==> src/design/pip_pkg.sv <==
// shared types and constants for the point in polygon test unit
// no dependencies
package pip_pkg;

	localparam int CFG_W = 5;

	localparam logic OP_WRITE = 1'b0;
	localparam logic OP_TEST  = 1'b1;

	typedef struct packed {
		logic valid;
		logic parity;
		logic edge_hit;
		logic dy_pos;
	} ctl_t;

endpackage

==> src/design/pip_cell.sv <==
// one cell of the edge walking chain: holds one vertex, finishes the compare of the
// previous edge and forms the cross products of its own edge
// depends on pip_pkg
module pip_cell #(
	parameter int COORD_BITS = 16
) (
	input  logic                           clk,
	input  logic                           arst_n,
	input  logic                           wr_en,
	input  logic signed [COORD_BITS-1:0]   wr_x,
	input  logic signed [COORD_BITS-1:0]   wr_y,
	input  logic                           active,
	input  pip_pkg::ctl_t                  ctl_in,
	input  logic signed [COORD_BITS-1:0]   px_in,
	input  logic signed [COORD_BITS-1:0]   py_in,
	input  logic signed [COORD_BITS-1:0]   xj_in,
	input  logic signed [COORD_BITS-1:0]   yj_in,
	input  logic signed [2*COORD_BITS+1:0] lp_in,
	input  logic signed [2*COORD_BITS+1:0] rp_in,
	output pip_pkg::ctl_t                  ctl_out,
	output logic signed [COORD_BITS-1:0]   px_out,
	output logic signed [COORD_BITS-1:0]   py_out,
	output logic signed [COORD_BITS-1:0]   xi,
	output logic signed [COORD_BITS-1:0]   yi,
	output logic signed [2*COORD_BITS+1:0] lp_out,
	output logic signed [2*COORD_BITS+1:0] rp_out
);

	localparam int PROD_W = 2 * COORD_BITS + 2;

	logic signed [COORD_BITS-1:0]   x_q;
	logic signed [COORD_BITS-1:0]   y_q;
	logic signed [COORD_BITS:0]     dx_pt;
	logic signed [COORD_BITS:0]     dy_edge;
	logic signed [COORD_BITS:0]     dx_edge;
	logic signed [COORD_BITS:0]     dy_pt;
	logic signed [2*COORD_BITS+1:0] lp;
	logic signed [2*COORD_BITS+1:0] rp;
	logic                           left;
	logic                           straddle;
	pip_pkg::ctl_t                  ctl_q;
	logic signed [COORD_BITS-1:0]   px_q;
	logic signed [COORD_BITS-1:0]   py_q;
	logic signed [2*COORD_BITS+1:0] lp_q;
	logic signed [2*COORD_BITS+1:0] rp_q;

	always_ff @(posedge clk) begin
		if (wr_en) begin
			x_q <= wr_x;
			y_q <= wr_y;
		end
	end

	// compare of the edge handed in by the previous cell
	assign left = ctl_in.dy_pos ? (lp_in < rp_in) : (rp_in < lp_in);

	// this cell's edge runs from the previous vertex to its own
	assign dx_pt    = (COORD_BITS+1)'(px_in) - (COORD_BITS+1)'(x_q);
	assign dy_edge  = (COORD_BITS+1)'(yj_in) - (COORD_BITS+1)'(y_q);
	assign dx_edge  = (COORD_BITS+1)'(xj_in) - (COORD_BITS+1)'(x_q);
	assign dy_pt    = (COORD_BITS+1)'(py_in) - (COORD_BITS+1)'(y_q);
	assign lp       = PROD_W'(dx_pt) * PROD_W'(dy_edge);
	assign rp       = PROD_W'(dx_edge) * PROD_W'(dy_pt);
	assign straddle = (y_q > py_in) != (yj_in > py_in);

	always_ff @(posedge clk or negedge arst_n) begin
		if (!arst_n) begin
			ctl_q <= '0;
		end else begin
			ctl_q.valid    <= ctl_in.valid;
			ctl_q.parity   <= ctl_in.parity ^ (ctl_in.edge_hit & left);
			ctl_q.edge_hit <= active & straddle;
			ctl_q.dy_pos   <= yj_in > y_q;
		end
	end

	always_ff @(posedge clk) begin
		px_q <= px_in;
		py_q <= py_in;
		lp_q <= lp;
		rp_q <= rp;
	end

	assign ctl_out = ctl_q;
	assign px_out  = px_q;
	assign py_out  = py_q;
	assign lp_out  = lp_q;
	assign rp_out  = rp_q;
	assign xi      = x_q;
	assign yi      = y_q;

endmodule

==> config.mk <==
export PLATFORM = sky130hd
export DESIGN_NAME = pip_cell
export DESIGN_NICKNAME = d
export VERILOG_FILES = /design/src/design/pip_pkg.sv /design/src/design/pip_cell.sv
export SDC_FILE = /design/constraint.sdc
export NUM_CORES = 2
export LEC_CHECK = 0
export BUFFER_PORTS_ARGS = -buffer_cell sky130_fd_sc_hd__buf_2
export CAP_MARGIN = 40
export CORE_UTILIZATION = 35
export DETAILED_ROUTE_END_ITERATION = 6
export PLACE_DENSITY = 0.59
export RECOVER_POWER = 100
export REMOVE_ABC_BUFFERS = 1
export SLEW_MARGIN = 20
export SYNTH_ARGS = -nofsm -noshare
export SYNTH_HDL_FRONTEND = slang
export SYNTH_SLANG_ARGS = --single-unit
==> constraint.sdc <==
create_clock -name clk -period 12.6 [get_ports clk]
set_input_delay 1.89 -clock clk [delete_from_list [all_inputs] [get_ports clk]]
set_output_delay 1.89 -clock clk [all_outputs]
set_load 0.005 [all_outputs]
**Word level (Yosys, flattened, before mapping)**

Cells that the tools add are included.

- Add/sub/neg operators: 4
- Multiply operators: 2
- Divide/modulo/power cells: 0
- Order comparisons: 5
- Eq/ne operators: 1
- Shift-type cells: 0
- Multiplexer cells: 1
- Bitwise gates (word level): 3
- Reduce and logical (&&, ||, !) cells: 0

Operators by type and width:

| cell | count |
|---|---|
| < comparator 34 bit | 2 |
| multiplier 17 x 17 -> 34 bit | 2 |
| subtractor 16 x 16 -> 17 bit | 4 |
| greater-than comparator 16 bit | 3 |
| bitwise AND 1 bit | 2 |
| 2-to-1 mux 1 bit | 1 |
| != test 1 bit | 1 |
| XOR 1 bit | 1 |

- Register bits after elaboration: 136
- Latch bits: 0
- Memory bits (writable): 0
- ROM bits: 0
- Input bits: 172
- Output and inout port bits: 136
- Word-level logic and storage cells: 26
- Memories: 0

**Logic depth before layout (Yosys ltp)**

- Depth in word-level cells: 4
- Gate-level depth with buffers: 34
- Depth with buffers taken out: 33

**Worst setup path after synthesis**

OpenSTA, ideal clock, no wires.

- Path type: input-to-reg
- Start point: input px_in[0]
- End point: register lp_q[32] (netlist: lp_out[32])
- Setup time: 121 ps
- Arrival time: 9028 ps
- Data required time: 12479 ps
- Slack: 3450 ps
- Cell stages on the path: 33
- Path buffers: 1
- Cells stage by stage: inv_1 ha_1 inv_1 fa_1 a21o_1 a21oi_1 nand2b_1 a21o_1 o21bai_1 a21o_1 xor2_1 clkbuf_1 nand2_1 fa_1 inv_1 fa_1 inv_1 fa_1 inv_1 fa_1 inv_1 fa_1 inv_1 fa_1 ha_1 and4_1 nand3_1 a211o_1 a31oi_1 o21ai_0 a21oi_1 mux2i_1 nand2_1

- Word-level cells in the longest chain between the ends: 2

Ends and longest elaborated chain:

| element | line | source |
|---|---|---|
| start: declaration | pip_cell.sv:14 | `input logic signed [COORD_BITS-1:0] px_in,` |
| subtractor 16 x 16 -> 17 bit | pip_cell.sv:58 | `assign dx_pt = (COORD_BITS+1)'(px_in) - (COORD_BITS+1)'(x_q);` |
| multiplier 17 x 17 -> 34 bit | pip_cell.sv:62 | `assign lp = PROD_W'(dx_pt) * PROD_W'(dy_edge);` |
| via lp[32] | pip_cell.sv:37 | `logic signed [2*COORD_BITS+1:0] lp;` |
| end signal: assignment | pip_cell.sv:80 | `lp_q <= lp;` |
| end: declaration | pip_cell.sv:44 | `logic signed [2*COORD_BITS+1:0] lp_q;` |

The timed path passes the listed nets, and every way through them passes these cells.
A chain may end at the register's enable or synchronous reset.

**Final worst setup path**

Ends and elaborated chain as after synthesis.

==> impl_results.md <==
* CTS tree: built
* Chip Width at 289.8 µm
* CTS Sinks at 136
* Nets@finish at 4,553
* Row count at 105
* Fin crit period at 10.20 ns
* Final hold vios at 0
* Post-CTS setup buffer count at 0
* Share of cells above drive strength 1 at 0.09021
* Unrepaired setup endpoints after global routing: no
* Critical path peak fanout at 7
* Initial antenna violation count at 4
* Max_cap viols at 1
* Post-synthesis instance total at 3,153
* PostCTS Resize Cnt at 0
* Post-synth top area cell: fa_1
* Die Ht at 289.8 µm
* Grt total ovfl at 0
* Largest net degree at the start of global routing at 23
* Core outline area at 81,980 µm²
* Arrival time at the worst endpoint at 10.60 ns
* CTS Buf Count at 17
* Syn_area_per_cell at 9.194 µm²
* Io pins at 308
* N_diodes at 0
* Critical Path RT at 13.00 ns
* Post-DP HPWL at 68.90 mm
* GRT Total Usage at 0.2006
* Via count at 22,430
* IO buf count at 307
* Setup violators final at 0
* Initial Util at 0.3536
* Crit path largest cell delay at 0.54 ns
* Setup TNS Final at 0 ns
* Slew Viols, Final at 23
* Clock Path Buffers at 2
* ANT nets after route at 0
* Worst Hold Class: flip-flop to flip-flop
* Synth warnings at 0
* Multi-input gate area at 22,910 µm²
* Post-synthesis sequential area ratio at 0.1057
* Place WS at 2.228 ns
* Layout area overhead at 12.62%
* Dpl cells at 4,542
* Yosys cell types at 79
* First drt pass iteration count at 5
* Post-synthesis register bit count at 136
* Number of synthesized flops with an enable pin at 32
* Failing checks: capacitance limit, slew limit
* WHS at 1.014 ns
* Final Wtd Congestion at 0.9049
* Critical path type: primary input to flip-flop
* Finished Layout Cells at 4,584
* Wirelength per Cell at 17.49 µm
* Worst path slowest cell: xor2_1
* Clk pin slew, worst setup/hold paths at 0.08 ns
* Reg2Reg Setup Slack at 3.39 ns
* Skew-Pair Late Insertion Delay at 0.51 ns
* Layout Skew at 0.02039 ns
* CTS root buffer: clkbuf_16
* Worst-Margin Slew at 1.838 ns
* Htree depth at 4
* Ratio of final minimum period to clock period at 0.8093
* Residual DRC count at 0
* Drt first-iter violations at 1,305
* Fin worst setup slack at 2.402 ns
* Vias per inst at 4.894
* Mapped cell area at 28,990 µm²
* Synth top area share at 0.4116
* Synth area leaders: fa_1, ha_1, inv_1, dfxtp_1, nand2_1
* Crit path launch type: primary input
* First-pass GRT wire length at 127.4 mm
* Async S/R FF share, synth at 0.02941
* FF+latch area at 3063 µm²
* Cts hold-fix bufs at 0
* Synth Flop Type: dfxtp_1
* Die area at 83,980 µm²
* Status: finished, violations left
* Element type at the critical path end: flip-flop
* Slew margin rel. at -0.2251
* Wirelength, routed at 80.19 mm
* # fillers at 8,428
* Fmax at 98.06 MHz
* Vias in the first global route at 23,190
per-stage QoR:
step             util  cell area [µm²]
3_5_place_dp   0.3924            32170
6_report       0.3982            32650
3_3_place_gp   0.3898            31950
2_1_floorplan       -            28700
4_1_cts        0.3997            32770
5_1_grt        0.3982            32650
path summary, 6_finish.rpt:
path	from	to	depth (start not counted)
worst max register to register	xi[0]	lp_out[32]	32
max in group asynchronous	arst_n	ctl_out[2]	1
worst min register to register	yi[15]	ctl_out[0]	4
worst max-delay path	px_in[0]	lp_out[32]	34
min in group asynchronous	arst_n	ctl_out[0]	1
worst min-delay path	yi[15]	ctl_out[0]	4
critical path, delay by kind of cell:
family	cells	cell delay, ns
compound gates	9	2.31
simple gates	5	0.81
buf+inv	9	0.90
mux	1	0.21
fa+ha+maj	9	3.91
xor+xnor	1	0.54
routing by layer:
metal / global-route usage / up-vias / part of all wire
li1: - / 10310 / -
met3: 0.04035 / 88 / 0.073
met1: 0.2726 / 11270 / 0.44
met2: 0.3230 / 759 / 0.46
met5: 0 / - / 0.00027
met4: 0.05720 / 4 / 0.023
cells in the final DEF, fill, tap and decap left out, types with 5 or more instances in the layout:
cell type,instances
o21a_1,22
fa_1,596
edfxtp_1,32
nor2_1,272
nand2_1,342
nand4_1,16
clkbuf_16,18
or3_1,8
buf_2,169
xnor2_2,5
a21oi_1,99
clkbuf_1,151
xor2_1,41
a21o_1,36
nand3b_1,6
mux2i_1,6
o21ai_0,57
a31o_2,5
nand3_1,24
a211oi_1,13
nand2b_1,37
o211ai_1,9
and2_1,42
dfxtp_1,100
nor3_1,26
xnor2_1,94
buf_6,5
buf_4,60
o21bai_1,20
a31oi_1,8
inv_1,733
ha_1,284
a211o_1,9
inv_8,7
or2_2,13
nor2b_1,48
and3_1,10
sequential cells by signal, summed over array words and instances, names as in the netlist:
register  count
ctl_out       4
lp_out       34
px_out       16
py_out       16
rp_out       34
xi           16
yi           16
kinds of logic after synthesis:
logic type               count (synthesis)  synth area share
flip-flops                             136            0.1057
AO/OA/AOI/OAI                          330           0.07713
XOR/XNOR                               141           0.04312
adder cells (fa/ha/maj)                880            0.5342
buffers and inverters                  795            0.1050
AND/OR/NAND/NOR                        865            0.1328
multiplexers                             6          0.002072
layout make-up:
type	instances	share of cell area
clock buffer	18	0.01380
tap	1070	0.04101
timing repair buffer	391	0.06071
multi-input combinational	2222	0.7019
clock inverter	14	0.004522
inverter	733	0.08428
sequential	136	0.09382
synth_stat cells (8+ instances only):
cell type	count
a211o_1	9
a211oi_1	13
a21o_1	36
a21oi_1	99
a31oi_1	8
and2_1	44
and3_1	10
buf_2	15
clkbuf_1	40
dfxtp_1	100
edfxtp_1	32
fa_1	596
ha_1	284
inv_1	733
nand2_1	342
nand2b_1	37
nand3_1	24
nand4_1	16
nor2_1	273
nor2b_1	48
nor3_1	26
o211ai_1	9
o21a_1	22
o21ai_0	57
o21bai_1	20
or2_2	13
or3_1	8
xnor2_1	98
xor2_1	41
Power is left out: the tool's default activity adds up to more than one toggle a clock period on the data nets, which glitch-free logic cannot reach.
